<file path="config.mk">
export PLATFORM = sky130hd
export DESIGN_NAME = cursor_linked_list_manager
export DESIGN_NICKNAME = d
export VERILOG_FILES = /design/src/design/cllm_pkg.sv /design/src/design/cursor_linked_list_manager.sv
export SDC_FILE = /design/constraint.sdc
export NUM_CORES = 2
export LEC_CHECK = 0
export ABC_AREA = 1
export BUFFER_PORTS_ARGS = -buffer_cell sky130_fd_sc_hd__buf_2
export CAP_MARGIN = 15
export CORE_MARGIN = 2
export CORE_UTILIZATION = 50
export CTS_CLUSTER_SIZE = 30
export DETAILED_ROUTE_END_ITERATION = 8
export GPL_ROUTABILITY_DRIVEN = 0
export PLACE_DENSITY_LB_ADDON = 0.05
export SYNTH_ARGS = -nofsm -noshare
export SYNTH_HDL_FRONTEND = slang
export SYNTH_SLANG_ARGS = --single-unit
</file>
<file path="constraint.sdc">
create_clock -name clock -period 4.8 [get_ports clock]
set_clock_uncertainty 0.1 [all_clocks]
set_input_delay 1.2 -clock clock [delete_from_list [all_inputs] [get_ports clock]]
set_output_delay 1.2 -clock clock [all_outputs]
set_load 0.05 [all_outputs]
</file>
<file path="src/design/cllm_pkg.sv">
// Shared types, codes and the microcode table for the cursor linked list manager.
// Used by cursor_linked_list_manager; depends on nothing else.
package cllm_pkg;

   localparam int CELLS_DEFAULT      = 64;
   localparam int DATA_WIDTH_DEFAULT = 16;
   localparam int POS_W              = 6;
   localparam int MODE_W             = 3;
   localparam int STATUS_W           = 2;

   typedef enum logic [MODE_W-1:0] {
      M_INSERT, M_DELETE, M_READ, M_WRITE, M_NEXT, M_PREV, M_LAST, M_CLEAR
   } mode_type;

   typedef enum logic [STATUS_W-1:0] {
      ST_OK      = 2'd0,
      ST_FULL    = 2'd1,
      ST_MISSING = 2'd2
   } status_type;

   // Microprogram addresses
   typedef enum logic [5:0] {
      S_IDLE, S_CHECK, S_ERR, S_FULL, S_DONE,
      S_INS0, S_INS_H0, S_INS_H1, S_INS_WS, S_INS_WL, S_INS_F0, S_INS_F1, S_INS_F2,
      S_DEL0, S_DEL_H0, S_DEL_H1, S_DEL_WS, S_DEL_WL, S_DEL_F0, S_DEL_F1, S_DEL_F2,
      S_RD0, S_RD1, S_WR0, S_WR1, S_NXT0, S_NXT1,
      S_PRV0, S_PRV_HEAD, S_PRV_WS, S_PRV_WL, S_PRV_HIT,
      S_LST0, S_CLR0
   } step_type;

   // Jump conditions
   typedef enum logic [3:0] {
      C_NEVER, C_REQ, C_BADPOS, C_FULL, C_POS_HEAD, C_POS_NULL,
      C_HEAD_NULL, C_HIT, C_WALK_END, C_OUT_FREE
   } cond_type;

   // Datapath transfers, one per step
   typedef enum logic [4:0] {
      A_NONE, A_LATCH, A_SET_ERR, A_SET_FULL, A_EMIT,
      A_RD_FREE, A_ALLOC_HEAD, A_WALK_START, A_WALK_STEP, A_ALLOC, A_LINK_PIVOT,
      A_RD_POS, A_DEL_HEAD, A_UNLINK, A_FREE_POS,
      A_RD_ELEM, A_TAKE_ELEM, A_WR_ELEM, A_TAKE_NEXT,
      A_RPOS_HEAD, A_RPOS_CUR, A_CLEAR
   } act_type;

   typedef struct packed {
      act_type  act;
      cond_type c1;
      step_type t1;
      cond_type c2;
      step_type t2;
      step_type nxt;
      logic     dsp;
   } ucode_type;

   function automatic ucode_type uw(act_type a, cond_type c1, step_type t1,
                                    cond_type c2, step_type t2, step_type nxt,
                                    logic dsp);
      ucode_type w;
      w.act = a;
      w.c1  = c1;
      w.t1  = t1;
      w.c2  = c2;
      w.t2  = t2;
      w.nxt = nxt;
      w.dsp = dsp;
      return w;
   endfunction

   function automatic ucode_type ucode_rom(step_type s);
      ucode_type w;
      w = uw(A_NONE, C_NEVER, S_IDLE, C_NEVER, S_IDLE, S_IDLE, 1'b0);
      unique case (s)
         S_IDLE:     w = uw(A_LATCH, C_REQ, S_CHECK, C_NEVER, S_IDLE, S_IDLE, 1'b0);
         S_CHECK:    w = uw(A_NONE, C_BADPOS, S_ERR, C_NEVER, S_IDLE, S_IDLE, 1'b1);
         S_ERR:      w = uw(A_SET_ERR, C_NEVER, S_IDLE, C_NEVER, S_IDLE, S_DONE, 1'b0);
         S_FULL:     w = uw(A_SET_FULL, C_NEVER, S_IDLE, C_NEVER, S_IDLE, S_DONE, 1'b0);
         S_DONE:     w = uw(A_EMIT, C_OUT_FREE, S_IDLE, C_NEVER, S_IDLE, S_DONE, 1'b0);
         // insert: fullness first, then before-head, else walk for the predecessor
         S_INS0:     w = uw(A_NONE, C_FULL, S_FULL, C_POS_HEAD, S_INS_H0, S_INS_WS, 1'b0);
         S_INS_H0:   w = uw(A_RD_FREE, C_NEVER, S_IDLE, C_NEVER, S_IDLE, S_INS_H1, 1'b0);
         S_INS_H1:   w = uw(A_ALLOC_HEAD, C_NEVER, S_IDLE, C_NEVER, S_IDLE, S_DONE, 1'b0);
         S_INS_WS:   w = uw(A_WALK_START, C_HEAD_NULL, S_ERR, C_NEVER, S_IDLE,
                            S_INS_WL, 1'b0);
         S_INS_WL:   w = uw(A_WALK_STEP, C_HIT, S_INS_F0, C_WALK_END, S_ERR,
                            S_INS_WL, 1'b0);
         S_INS_F0:   w = uw(A_RD_FREE, C_NEVER, S_IDLE, C_NEVER, S_IDLE, S_INS_F1, 1'b0);
         S_INS_F1:   w = uw(A_ALLOC, C_NEVER, S_IDLE, C_NEVER, S_IDLE, S_INS_F2, 1'b0);
         S_INS_F2:   w = uw(A_LINK_PIVOT, C_NEVER, S_IDLE, C_NEVER, S_IDLE, S_DONE, 1'b0);
         // delete
         S_DEL0:     w = uw(A_NONE, C_POS_NULL, S_ERR, C_POS_HEAD, S_DEL_H0, S_DEL_WS, 1'b0);
         S_DEL_H0:   w = uw(A_RD_POS, C_NEVER, S_IDLE, C_NEVER, S_IDLE, S_DEL_H1, 1'b0);
         S_DEL_H1:   w = uw(A_DEL_HEAD, C_NEVER, S_IDLE, C_NEVER, S_IDLE, S_DONE, 1'b0);
         S_DEL_WS:   w = uw(A_WALK_START, C_HEAD_NULL, S_ERR, C_NEVER, S_IDLE,
                            S_DEL_WL, 1'b0);
         S_DEL_WL:   w = uw(A_WALK_STEP, C_HIT, S_DEL_F0, C_WALK_END, S_ERR,
                            S_DEL_WL, 1'b0);
         S_DEL_F0:   w = uw(A_RD_POS, C_NEVER, S_IDLE, C_NEVER, S_IDLE, S_DEL_F1, 1'b0);
         S_DEL_F1:   w = uw(A_UNLINK, C_NEVER, S_IDLE, C_NEVER, S_IDLE, S_DEL_F2, 1'b0);
         S_DEL_F2:   w = uw(A_FREE_POS, C_NEVER, S_IDLE, C_NEVER, S_IDLE, S_DONE, 1'b0);
         // direct cell access
         S_RD0:      w = uw(A_RD_ELEM, C_POS_NULL, S_ERR, C_NEVER, S_IDLE, S_RD1, 1'b0);
         S_RD1:      w = uw(A_TAKE_ELEM, C_NEVER, S_IDLE, C_NEVER, S_IDLE, S_DONE, 1'b0);
         S_WR0:      w = uw(A_NONE, C_POS_NULL, S_ERR, C_NEVER, S_IDLE, S_WR1, 1'b0);
         S_WR1:      w = uw(A_WR_ELEM, C_NEVER, S_IDLE, C_NEVER, S_IDLE, S_DONE, 1'b0);
         S_NXT0:     w = uw(A_RD_POS, C_POS_NULL, S_ERR, C_NEVER, S_IDLE, S_NXT1, 1'b0);
         S_NXT1:     w = uw(A_TAKE_NEXT, C_NEVER, S_IDLE, C_NEVER, S_IDLE, S_DONE, 1'b0);
         // previous and last share one walk
         S_PRV0:     w = uw(A_NONE, C_POS_HEAD, S_PRV_HEAD, C_NEVER, S_IDLE, S_PRV_WS, 1'b0);
         S_PRV_HEAD: w = uw(A_RPOS_HEAD, C_NEVER, S_IDLE, C_NEVER, S_IDLE, S_DONE, 1'b0);
         S_PRV_WS:   w = uw(A_WALK_START, C_HEAD_NULL, S_ERR, C_NEVER, S_IDLE,
                            S_PRV_WL, 1'b0);
         S_PRV_WL:   w = uw(A_WALK_STEP, C_HIT, S_PRV_HIT, C_WALK_END, S_ERR,
                            S_PRV_WL, 1'b0);
         S_PRV_HIT:  w = uw(A_RPOS_CUR, C_NEVER, S_IDLE, C_NEVER, S_IDLE, S_DONE, 1'b0);
         S_LST0:     w = uw(A_NONE, C_HEAD_NULL, S_DONE, C_NEVER, S_IDLE, S_PRV_WS, 1'b0);
         S_CLR0:     w = uw(A_CLEAR, C_NEVER, S_IDLE, C_NEVER, S_IDLE, S_DONE, 1'b0);
         default:    w = uw(A_NONE, C_NEVER, S_IDLE, C_NEVER, S_IDLE, S_IDLE, 1'b0);
      endcase
      return w;
   endfunction

   function automatic step_type mode_entry(mode_type m);
      step_type s;
      s = S_IDLE;
      unique case (m)
         M_INSERT: s = S_INS0;
         M_DELETE: s = S_DEL0;
         M_READ:   s = S_RD0;
         M_WRITE:  s = S_WR0;
         M_NEXT:   s = S_NXT0;
         M_PREV:   s = S_PRV0;
         M_LAST:   s = S_LST0;
         M_CLEAR:  s = S_CLR0;
      endcase
      return s;
   endfunction

endpackage

</file>
<file path="src/design/cursor_linked_list_manager.sv">
// Cursor linked list manager: microcoded sequencer, link store and element store.
// Depends on cllm_pkg for codes, types and the microcode table.
//
// Usage: one request beat on req_* (mode, position, data) yields exactly one
// response beat on rsp_* (result_position, result_data, list_empty, status).
// A beat moves at a rising edge with valid high and stall low. req_stall is
// high while a request is being worked on; a new request is taken as soon as
// the previous one has been placed in the response register, even if the
// receiver still holds rsp_stall, so a stalled response lets the next one in.
// Read, write, next and clear run straight through their steps; insert,
// delete, previous and last walk the link store one link per cycle through
// its single read port. One request is in flight at a time.
// Reset is synchronous and immediate: the list is empty and all cells are
// free; cells at or above a fill mark read as linking to the next cell, so no
// clearing pass over the link store is needed. Clear list also takes one step.
// While rsp_stall is high the response holds and the sequencer waits at its
// final step until the response register frees.
module cursor_linked_list_manager
   import cllm_pkg::*;
#(
   parameter int CELLS      = CELLS_DEFAULT,
   parameter int DATA_WIDTH = DATA_WIDTH_DEFAULT
) (
   input  logic                  clock,
   input  logic                  reset,
   input  logic                  req_valid,
   output logic                  req_stall,
   input  logic [MODE_W-1:0]     req_mode,
   input  logic [POS_W-1:0]      req_position,
   input  logic [DATA_WIDTH-1:0] req_data,
   output logic                  rsp_valid,
   input  logic                  rsp_stall,
   output logic [POS_W-1:0]      rsp_result_position,
   output logic [DATA_WIDTH-1:0] rsp_result_data,
   output logic                  rsp_list_empty,
   output logic [STATUS_W-1:0]   rsp_status
);

   localparam int IW = $clog2(CELLS);
   localparam int LW = $clog2(CELLS + 1);

   // sequencer and datapath registers
   step_type              upc_ff, upc_in;
   mode_type              mode_ff, mode_in;
   logic [POS_W-1:0]      pos_ff, pos_in;
   logic [DATA_WIDTH-1:0] data_ff, data_in;
   logic [IW-1:0]         head_ff, head_in;
   logic [LW-1:0]         free_ff, free_in;
   logic [LW-1:0]         hw_ff, hw_in;
   logic [IW-1:0]         cur_ff, cur_in;
   logic [IW-1:0]         cnt_ff, cnt_in;
   logic [IW-1:0]         cell_ff, cell_in;
   logic [POS_W-1:0]      rpos_ff, rpos_in;
   logic [DATA_WIDTH-1:0] rdata_ff, rdata_in;
   status_type            status_ff, status_in;
   logic [IW-1:0]         raddr_ff, raddr_in;
   logic                  impl_ff, impl_in;

   // response register
   logic                  rsp_valid_ff, rsp_valid_in;
   logic [POS_W-1:0]      rsp_pos_ff, rsp_pos_in;
   logic [DATA_WIDTH-1:0] rsp_data_ff, rsp_data_in;
   logic                  rsp_empty_ff, rsp_empty_in;
   status_type            rsp_status_ff, rsp_status_in;

   // stores
   logic [LW-1:0]         link_mem [CELLS];
   logic [LW-1:0]         link_q_ff;
   logic [DATA_WIDTH-1:0] elem_mem [CELLS];
   logic [DATA_WIDTH-1:0] elem_q_ff;

   logic                  link_re, link_we, elem_re, elem_we;
   logic [IW-1:0]         link_ra, link_wa, elem_wa;
   logic [LW-1:0]         link_wd;

   ucode_type             uc;
   logic [15:0]           cond_vec;
   logic [LW-1:0]         link_val;
   logic [LW-1:0]         target;
   logic                  hit;
   logic                  out_free;

   assign uc       = ucode_rom(upc_ff);
   // cells at or above the fill mark were never written and still link onward
   assign link_val = impl_ff ? (LW'(raddr_ff) + LW'(1)) : link_q_ff;
   assign target   = (mode_ff == M_LAST) ? '0 : LW'(pos_ff);
   assign hit      = (link_val == target);
   assign out_free = !rsp_valid_ff || !rsp_stall;

   always_comb begin
      cond_vec              = '0;
      cond_vec[C_REQ]       = req_valid;
      cond_vec[C_BADPOS]    = (mode_ff != M_LAST) && (mode_ff != M_CLEAR)
                              && (32'(pos_ff) >= CELLS);
      cond_vec[C_FULL]      = (free_ff == '0) || (32'(free_ff) >= CELLS);
      cond_vec[C_POS_HEAD]  = (32'(pos_ff) == 32'(head_ff));
      cond_vec[C_POS_NULL]  = (pos_ff == '0);
      cond_vec[C_HEAD_NULL] = (head_ff == '0);
      cond_vec[C_HIT]       = hit;
      cond_vec[C_WALK_END]  = (32'(cnt_ff) + 1 == CELLS) || (link_val == '0)
                              || (32'(link_val) >= CELLS);
      cond_vec[C_OUT_FREE]  = out_free;
   end

   always_comb begin
      priority if (cond_vec[uc.c1]) begin
         upc_in = uc.t1;
      end else if (cond_vec[uc.c2]) begin
         upc_in = uc.t2;
      end else if (uc.dsp) begin
         upc_in = mode_entry(mode_ff);
      end else begin
         upc_in = uc.nxt;
      end
   end

   always_comb begin
      mode_in       = mode_ff;
      pos_in        = pos_ff;
      data_in       = data_ff;
      head_in       = head_ff;
      free_in       = free_ff;
      hw_in         = hw_ff;
      cur_in        = cur_ff;
      cnt_in        = cnt_ff;
      cell_in       = cell_ff;
      rpos_in       = rpos_ff;
      rdata_in      = rdata_ff;
      status_in     = status_ff;
      rsp_valid_in  = rsp_valid_ff && rsp_stall;
      rsp_pos_in    = rsp_pos_ff;
      rsp_data_in   = rsp_data_ff;
      rsp_empty_in  = rsp_empty_ff;
      rsp_status_in = rsp_status_ff;
      link_re       = 1'b0;
      link_ra       = IW'(pos_ff);
      link_we       = 1'b0;
      link_wa       = IW'(pos_ff);
      link_wd       = free_ff;
      elem_re       = 1'b0;
      elem_we       = 1'b0;
      elem_wa       = IW'(pos_ff);

      unique case (uc.act)
         A_NONE: begin
         end
         A_LATCH: begin
            if (req_valid) begin
               mode_in   = mode_type'(req_mode);
               pos_in    = req_position;
               data_in   = req_data;
               rpos_in   = '0;
               rdata_in  = '0;
               status_in = ST_OK;
            end
         end
         A_SET_ERR:  status_in = ST_MISSING;
         A_SET_FULL: status_in = ST_FULL;
         A_EMIT: begin
            if (out_free) begin
               rsp_valid_in  = 1'b1;
               rsp_pos_in    = rpos_ff;
               rsp_data_in   = rdata_ff;
               rsp_empty_in  = (head_ff == '0);
               rsp_status_in = status_ff;
            end
         end
         A_RD_FREE: begin
            link_re = 1'b1;
            link_ra = IW'(free_ff);
         end
         A_ALLOC_HEAD: begin
            link_we = 1'b1;
            link_wa = IW'(free_ff);
            link_wd = LW'(pos_ff);
            elem_we = 1'b1;
            elem_wa = IW'(free_ff);
            free_in = link_val;
            head_in = IW'(free_ff);
            rpos_in = POS_W'(free_ff);
         end
         A_WALK_START: begin
            cur_in  = head_ff;
            cnt_in  = '0;
            link_re = 1'b1;
            link_ra = head_ff;
         end
         A_WALK_STEP: begin
            // hold the cursor on a hit: it is the predecessor
            if (!hit) begin
               cur_in  = IW'(link_val);
               cnt_in  = cnt_ff + IW'(1);
               link_re = 1'b1;
               link_ra = IW'(link_val);
            end
         end
         A_ALLOC: begin
            link_we = 1'b1;
            link_wa = IW'(free_ff);
            link_wd = LW'(pos_ff);
            elem_we = 1'b1;
            elem_wa = IW'(free_ff);
            free_in = link_val;
            cell_in = IW'(free_ff);
            rpos_in = POS_W'(free_ff);
         end
         A_LINK_PIVOT: begin
            link_we = 1'b1;
            link_wa = cur_ff;
            link_wd = LW'(cell_ff);
         end
         A_RD_POS: begin
            link_re = 1'b1;
            link_ra = IW'(pos_ff);
         end
         A_DEL_HEAD: begin
            head_in = IW'(link_val);
            link_we = 1'b1;
            link_wa = IW'(pos_ff);
            link_wd = free_ff;
            free_in = LW'(pos_ff);
            rpos_in = POS_W'(link_val);
         end
         A_UNLINK: begin
            link_we = 1'b1;
            link_wa = cur_ff;
            link_wd = link_val;
         end
         A_FREE_POS: begin
            link_we = 1'b1;
            link_wa = IW'(pos_ff);
            link_wd = free_ff;
            free_in = LW'(pos_ff);
            rpos_in = POS_W'(head_ff);
         end
         A_RD_ELEM: elem_re = 1'b1;
         A_TAKE_ELEM: begin
            rdata_in = elem_q_ff;
            rpos_in  = pos_ff;
         end
         A_WR_ELEM: begin
            elem_we = 1'b1;
            rpos_in = pos_ff;
         end
         A_TAKE_NEXT: rpos_in = (32'(link_val) < CELLS) ? POS_W'(link_val) : '0;
         A_RPOS_HEAD: rpos_in = POS_W'(head_ff);
         A_RPOS_CUR:  rpos_in = POS_W'(cur_ff);
         A_CLEAR: begin
            head_in = '0;
            free_in = LW'(1);
            hw_in   = LW'(1);
         end
         default: begin
         end
      endcase

      // advance the fill mark when the first unwritten cell is taken
      if (link_we && (LW'(link_wa) == hw_ff)) begin
         hw_in = hw_ff + LW'(1);
      end

      raddr_in = link_re ? link_ra : raddr_ff;
      impl_in  = link_re ? (LW'(link_ra) >= hw_ff) : impl_ff;
   end

   always_ff @(posedge clock) begin
      if (reset) begin
         upc_ff       <= S_IDLE;
         head_ff      <= '0;
         free_ff      <= LW'(1);
         hw_ff        <= LW'(1);
         rsp_valid_ff <= 1'b0;
      end else begin
         upc_ff       <= upc_in;
         head_ff      <= head_in;
         free_ff      <= free_in;
         hw_ff        <= hw_in;
         rsp_valid_ff <= rsp_valid_in;
      end
      mode_ff       <= mode_in;
      pos_ff        <= pos_in;
      data_ff       <= data_in;
      cur_ff        <= cur_in;
      cnt_ff        <= cnt_in;
      cell_ff       <= cell_in;
      rpos_ff       <= rpos_in;
      rdata_ff      <= rdata_in;
      status_ff     <= status_in;
      raddr_ff      <= raddr_in;
      impl_ff       <= impl_in;
      rsp_pos_ff    <= rsp_pos_in;
      rsp_data_ff   <= rsp_data_in;
      rsp_empty_ff  <= rsp_empty_in;
      rsp_status_ff <= rsp_status_in;
   end

   always_ff @(posedge clock) begin
      if (link_we) begin
         link_mem[link_wa] <= link_wd;
      end
      if (link_re) begin
         link_q_ff <= link_mem[link_ra];
      end
   end

   always_ff @(posedge clock) begin
      if (elem_we) begin
         elem_mem[elem_wa] <= data_ff;
      end
      if (elem_re) begin
         elem_q_ff <= elem_mem[IW'(pos_ff)];
      end
   end

   assign req_stall           = (upc_ff != S_IDLE);
   assign rsp_valid           = rsp_valid_ff;
   assign rsp_result_position = rsp_pos_ff;
   assign rsp_result_data     = rsp_data_ff;
   assign rsp_list_empty      = rsp_empty_ff;
   assign rsp_status          = rsp_status_ff;

endmodule
</file>
Word-level counts from Yosys, hierarchy flattened
Memory sizes are Yosys's and may differ from the RTL's. A register that Yosys moved wholly into a read port is not among the register bits.
Index checks and enable logic that the tools add are counted.
{ "classes": {"muxes": 42, "mul": 0, "order_cmp": 6, "div_mod_pow": 0, "n_reduce_logical": 34, "n_eq_ne": 28, "n_bitwise": 0, "shifts": 0, "n_addsub": 4} }
{ "op_table": {"columns": ["operator", "count"], "rows": [
  ["6-bit 2-to-1 mux", 11],
  ["6-bit case mux with 7 select lines", 1],
  ["7-bit case mux with 3 select lines", 2],
  ["5-bit by 4-bit == test with 1-bit output, second input constant", 8],
  ["6-bit case mux with 2 select lines", 3],
  ["6-bit case mux with 3 select lines", 2],
  ["16-bit case mux with 2 select lines", 1],
  ["5-bit == test, second input constant", 6],
  ["7-bit 2-to-1 mux", 3],
  ["5-bit by 3-bit == test with 1-bit output, second input constant", 4],
  ["16-bit 2-to-1 mux", 1],
  ["6-bit by 1-bit adder with 7-bit output, second input constant", 2],
  ["7-bit >= comparator, second input constant", 2],
  ["7-bit logical NOT", 2],
  ["6-bit logical NOT", 2],
  ["1-bit 2-to-1 mux", 12],
  ["2-bit AND reduction", 6],
  ["5-bit by 2-bit == test with 1-bit output, second input constant", 2],
  ["4-bit by 5-bit less-than comparator with 1-bit output, second input constant", 2],
  ["2-bit OR reduction", 5],
  ["3-bit nonzero test", 3],
  ["1-bit binary-select mux with 4-bit select", 2],
  ["7-bit by 1-bit adder with 7-bit output, second input constant", 1],
  ["6-bit by 7-bit == test with 1-bit output", 1],
  ["other kinds (21)", 30]
]} }
{ "word_totals": {"register_bits": 126, "n_memories": 4, "ram_bits": 1472, "romBits": 1648, "latchBits": 0, "inputBits": 29, "output_inout_bits": 27, "wordCells": 138} }
{ "mem_list": {"columns": ["memory", "depth", "width", "read_ports", "rd_clocked_by_memory_dff", "write_ports", "line_no", "rtl"], "rows": [
  ["(no name shown)", 64, 25, 1, 1, 0, "cllm_pkg.sv:73", "unique case (s)"],
  ["elem_mem", 64, 16, 1, 1, 1, "cursor_linked_list_manager.sv:69", "logic [DATA_WIDTH-1:0] elem_mem [CELLS];"],
  ["link_mem", 64, 7, 1, 1, 1, "cursor_linked_list_manager.sv:67", "logic [LW-1:0] link_mem [CELLS];"],
  ["(no name shown)", 8, 6, 1, 1, 0, "cllm_pkg.sv:126", "unique case (m)"]
]} }

Logic depth before layout (Yosys ltp)
{ "depth": {"ltp_word": 10, "ltp_mapped": 28, "depth_no_buf": 27} }

Worst setup path before layout
No wires, ideal clock.
{ "synth_timing": {"path_kind": "register -> register", "start": "register, netlist name uc[31]", "end": "memory link_mem[0][0] (netlist name) (data pin)", "arrival_ps": 3547, "synth_period_minus_slack_ps": 4349, "path_buffers": 0, "t_required_ps": 3998, "path_stages_with_launch": 7, "path_slack_ps": 451, "setup_ps": 702, "path_cell_list": "dfxtp_1 inv_1 nand2_2 nor2_1 nor2_2 nand2_2 o21ai_0"} }
{ "synth_between": {"elab_chain_cells": 3} }
{ "synth_lines": {"columns": ["element", "line_no", "rtl"], "rows": [
  ["5-bit by 4-bit == test with 1-bit output / 5-bit by 3-bit == test with 1-bit output (equally long branches)", "cursor_linked_list_manager.sv:144", "unique case (uc.act)"],
  ["2-bit OR reduction (no line)", null, null],
  ["7-bit case mux with 3 select lines *", "cursor_linked_list_manager.sv:144", null],
  ["named net link_wd[0]", "cursor_linked_list_manager.sv:74", "logic [LW-1:0] link_wd;"],
  ["end, declared", "cursor_linked_list_manager.sv:67", null]
]} }
Mark *: on every way through the listed nets, which the timed path passes. The rest lies on a longest branch.

Final worst setup path
{ "layout_timing": {"start": "register, netlist name uc[31]", "end": "memory link_mem[51][1] (netlist name), enable pin"} }
{ "layout_between": {"elab_chain_cells": 5} }
{ "layout_lines": {"columns": ["element", "line_no", "rtl"], "rows": [
  ["5-bit by 4-bit == test with 1-bit output / 5-bit by 3-bit == test with 1-bit output (equally long branches)", "cursor_linked_list_manager.sv:144", null],
  ["6-bit OR reduction (no line)", null, null],
  ["1-bit 2-to-1 mux", "cursor_linked_list_manager.sv:144", null],
  ["1-bit 2-to-1 mux", "cursor_linked_list_manager.sv:298", "if (link_we) begin"],
  ["1-bit 2-to-1 mux (implied by the code)", "cursor_linked_list_manager.sv:299", "link_mem[link_wa] <= link_wd;"]
]} }
Parallel ways exist; a longest one is shown, timed or not.

==> results.sh <==
export IMPL_status="complete, no violations"
export IMPL_num_vias=44926
export IMPL_hold_viol=0
export IMPL_yosysWarnings=0
export IMPL_reg2reg_depth=13
export IMPL_layout_common_cells="edfxtp_1 (1,594), nand2_1 (810), nor2_1 (737), o21ai_0 (549), nand3_1 (513)"
export IMPL_io_pins=56
export IMPL_critical_path_class="reg -> reg"
export IMPL_cp_top_family="simple AND/OR/NAND/NOR gates"
export IMPL_route_detailed_drc=0
export IMPL_slew_viol_final=0
export IMPL_synthesis_area_sq_mm=0.0679
export IMPL_drive_above_1_share_pct=9.54
export IMPL_start_kind="flop"
export IMPL_routed_wl_um=194000
export IMPL_switching_share_pct=35.4
export IMPL_finalSetupViolCount=0
export IMPL_syn_inst=5646
export IMPL_numCtsBuffers=172
export IMPL_synth_seq_area_share_pct=72.1
export IMPL_synth_nets=5692
export IMPL_post_cts_buffers=0
export IMPL_synthArstFlopShare_pct=0
export IMPL_cts_tree="yes"
export IMPL_grt_max_degree=154
export IMPL_cp_endpoint="link_mem[51][1]"
export IMPL_rows=135
export IMPL_routedWlPerCell_um=25.4
export IMPL_worst_path_buf_inv=6
export IMPL_coreArea_sq_mm=0.135
export IMPL_clkPwrFrac_pct=29.8
export IMPL_ir_drop_uv=545
export IMPL_port_buffer_count=55
export IMPL_timing_rr_end="link_mem[51][1]"
export IMPL_power_leakage_nw=26.4
export IMPL_first_iter_violations=5073
export IMPL_grt_ovfl_total=0
export IMPL_final_setup_tns_ns=0
export IMPL_track_usage_pct=27.7
export IMPL_post_cts_resized=0
export IMPL_relSlewSlack_pct=24.8
export IMPL_finalCritPeriodShare_pct=92.8
export IMPL_power_switching_mw=15.0
export IMPL_powerDensity_mw_per_mm2=558
export IMPL_start_util_pct=50.3
export IMPL_dp_hpwl_um=113000
export IMPL_internal_power_mw=27.4
export IMPL_cts_root_buf="clkbuf_16"
export IMPL_power_frac_comb_pct=28.2
export IMPL_yosysUniqueCellTypes=54
export IMPL_p_seq_share_pct=41.9
export IMPL_slowest_delay_ns=0.58
export IMPL_syn_area_per_cell_sq_um=12.0
export IMPL_final_common_cell="edfxtp_1"
export IMPL_firstDrtPassIters=6
export IMPL_die_h_um=373
export IMPL_cp_num_cells=13
export IMPL_clk_pin_slew_worst_paths_ns=0.06
export IMPL_reg2reg_slack_ns=0.35
export IMPL_worst_path_max_fanout=10
export IMPL_period_needed_ns=4.45
export IMPL_min_delay_start="rdata_ff[12]"
export IMPL_r2r_start="uc[31]"
export IMPL_tightest_slew_ns=1.12
export IMPL_synth_edff_count=1594
export IMPL_synthFlopType="edfxtp_1"
export IMPL_cts_hold_buf=0
export IMPL_crit_start="uc[31]"
export IMPL_die_area_sq_mm=0.139
export IMPL_drv_cap=0
export IMPL_cp_end_kind="flop"
export IMPL_nets=5774
export IMPL_clock_sinks=1651
export IMPL_synth_seq_cells=1651
export IMPL_grt_pass1_wl_um=287000
export IMPL_holdWs_ns=0.314
export IMPL_power_total_mw=42.4
export IMPL_slowest_stage="nand4_1"
export IMPL_clock_latency_ns=0.82
export IMPL_fp_dieW_um=373
export IMPL_grt_antenna_before_repair=4
export IMPL_max_freq_mhz=225
export IMPL_htreeDepth=4
export IMPL_hp_class="reg -> reg"
export IMPL_crit_required_ns=5.13
export IMPL_vias_per_cell=5.88
export IMPL_post_route_util_pct=56.3
export IMPL_drtAntennaViolNets=0
export IMPL_cp_common_cell="buf_4"
export IMPL_cp_arrival_ns=4.78
export IMPL_rsz0062_at_grt="no"
export IMPL_crit_chain="inv_1 -> nand2_2 -> nor2_1 -> buf_4 -> nor2_2 -> buf_4 -> nand2_2 -> inv_2 -> a21oi_2 -> inv_2 -> nand4_1 -> buf_4 -> nor2_1"
export IMPL_clk_path_buf_depth=3
export IMPL_grt_pass1_vias=42057
export IMPL_area_growth_pct=11.9
## synth_stat cells (2+ instances only)
master / instances / area, sq um
a211oi_1: 6 / 45.0
or2_2: 3 / 18.8
buf_2: 63 / 315
nor2_1: 745 / 2800
nand3b_1: 71 / 533
buf_4: 10 / 75.1
inv_1: 324 / 1220
nor2_4: 6 / 67.6
nand3_1: 513 / 2570
edfxtp_1: 1594 / 47900
nand3_2: 7 / 70.1
nor4_1: 12 / 75.1
o22ai_1: 167 / 1040
a32o_1: 11 / 110
buf_1: 16 / 60.1
xor2_1: 3 / 26.3
nand2_1: 811 / 3040
nor2_2: 9 / 56.3
nand2_2: 8 / 50.1
xnor2_1: 4 / 35.0
dfxtp_1: 57 / 1140
o211ai_1: 80 / 601
o221ai_1: 101 / 885
nor3_1: 6 / 30.0
a21oi_1: 78 / 390
inv_2: 28 / 105
o21ai_0: 553 / 2770
o2111ai_1: 3 / 26.3
nand4_1: 22 / 138
a22oi_1: 3 / 22.5
buf_6: 11 / 124
a221oi_1: 14 / 123
o21ai_1: 11 / 55.1
ha_1: 17 / 213
a31oi_1: 18 / 113
nand2_4: 5 / 56.3
a21oi_2: 2 / 17.5
a21oi_4: 2 / 32.5
or2_1: 2 / 12.5
clkbuf_1: 235 / 882
clkinv_1: 2 / 7.51
## how the worst min path moves through the flow
stage,to,slack (ns),depth (start not counted)
2_1_floorplan,rsp_result_data[0],0.30,0
5_1_grt,rsp_result_data[7],0.31,0
3_5_place_dp,rsp_result_data[1],0.31,0
3_3_place_gp,rsp_result_data[12],0.30,0
4_1_cts,rsp_result_data[10],0.31,0
6_report,rsp_result_data[12],0.31,0
## cells by family (layout without fill, tap and decap cells)
family	after synthesis	in the layout	share of synthesized area (%)
simple gates	2223	2223	14.1
flops	1651	1651	72.1
compound gates	1057	1057	9.29
buf+inv	690	903	4.11
fa+ha+maj	17	17	0.313
xor+xnor	7	7	0.0902
mux	1	1	0.0147
other cells	0	1	0
## layer usage
layer  share of wire, %  GRT usage, %  up-vias  wire length (um)
li1                   -             -    20535                 -
met1                 44          40.6    22342             85400
met2                 46          42.7     1748             89400
met3                7.0          4.21      299             13600
met4                3.1          9.20        2              5950
met5             0.0041             0        -                 8
## cell type report
cell class / instances / area (sq um)
inverters: 355 / 1350
diodes: 1 / 2.50
multi-input cells: 3305 / 16300
clock buffers: 222 / 4560
repair buffers: 243 / 1870
fillers: 11357 / 59100
flip-flops and latches: 1651 / 49000
clock inverters: 83 / 687
well taps: 1781 / 2230
## stage by stage
stage | cells | instance area (sq um) | setup WS (ns)
2_1_floorplan | 5646 | 67900 | 0.451
3_3_place_gp | 7335 | 70800 | 0.423
3_5_place_dp | 7335 | 70800 | 0.405
4_1_cts | 7640 | 76000 | 0.383
5_1_grt | 7640 | 76000 | 0.143
6_report | 7641 | 76000 | 0.348
## sequential cells by signal, summed over array words and instances (netlist names), 2 cells and up, named ones only
| register | cells |
|---|---|
| rsp_result_data | 16 |
| upc_ff | 6 |
| raddr_ff | 6 |
| link_q_ff | 7 |
| cell_ff | 6 |
| free_ff | 7 |
| pos_ff | 6 |
| rsp_status | 2 |
| mode_ff | 3 |
| status_ff | 2 |
| cnt_ff | 6 |
| rpos_ff | 6 |
| rdata_ff | 16 |
| uc | 24 |
| elem_mem | 1024 |
| elem_q_ff | 16 |
| rsp_result_position | 6 |
| link_mem | 448 |
| data_ff | 16 |
| hw_ff | 7 |
| cur_ff | 6 |
| head_ff | 6 |
## power groups by stage
stage	sequential [mW]	combinational [mW]	clock, mW
final	17.8	12.0	12.7
after global routing	17.8	13.0	13.4
after CTS	17.8	11.9	12.8
after detailed placement	18.1	11.9	0
after global placement	18.1	11.9	0
after floorplan	18.3	7.10	0
(Power assumes the default switching activity.)
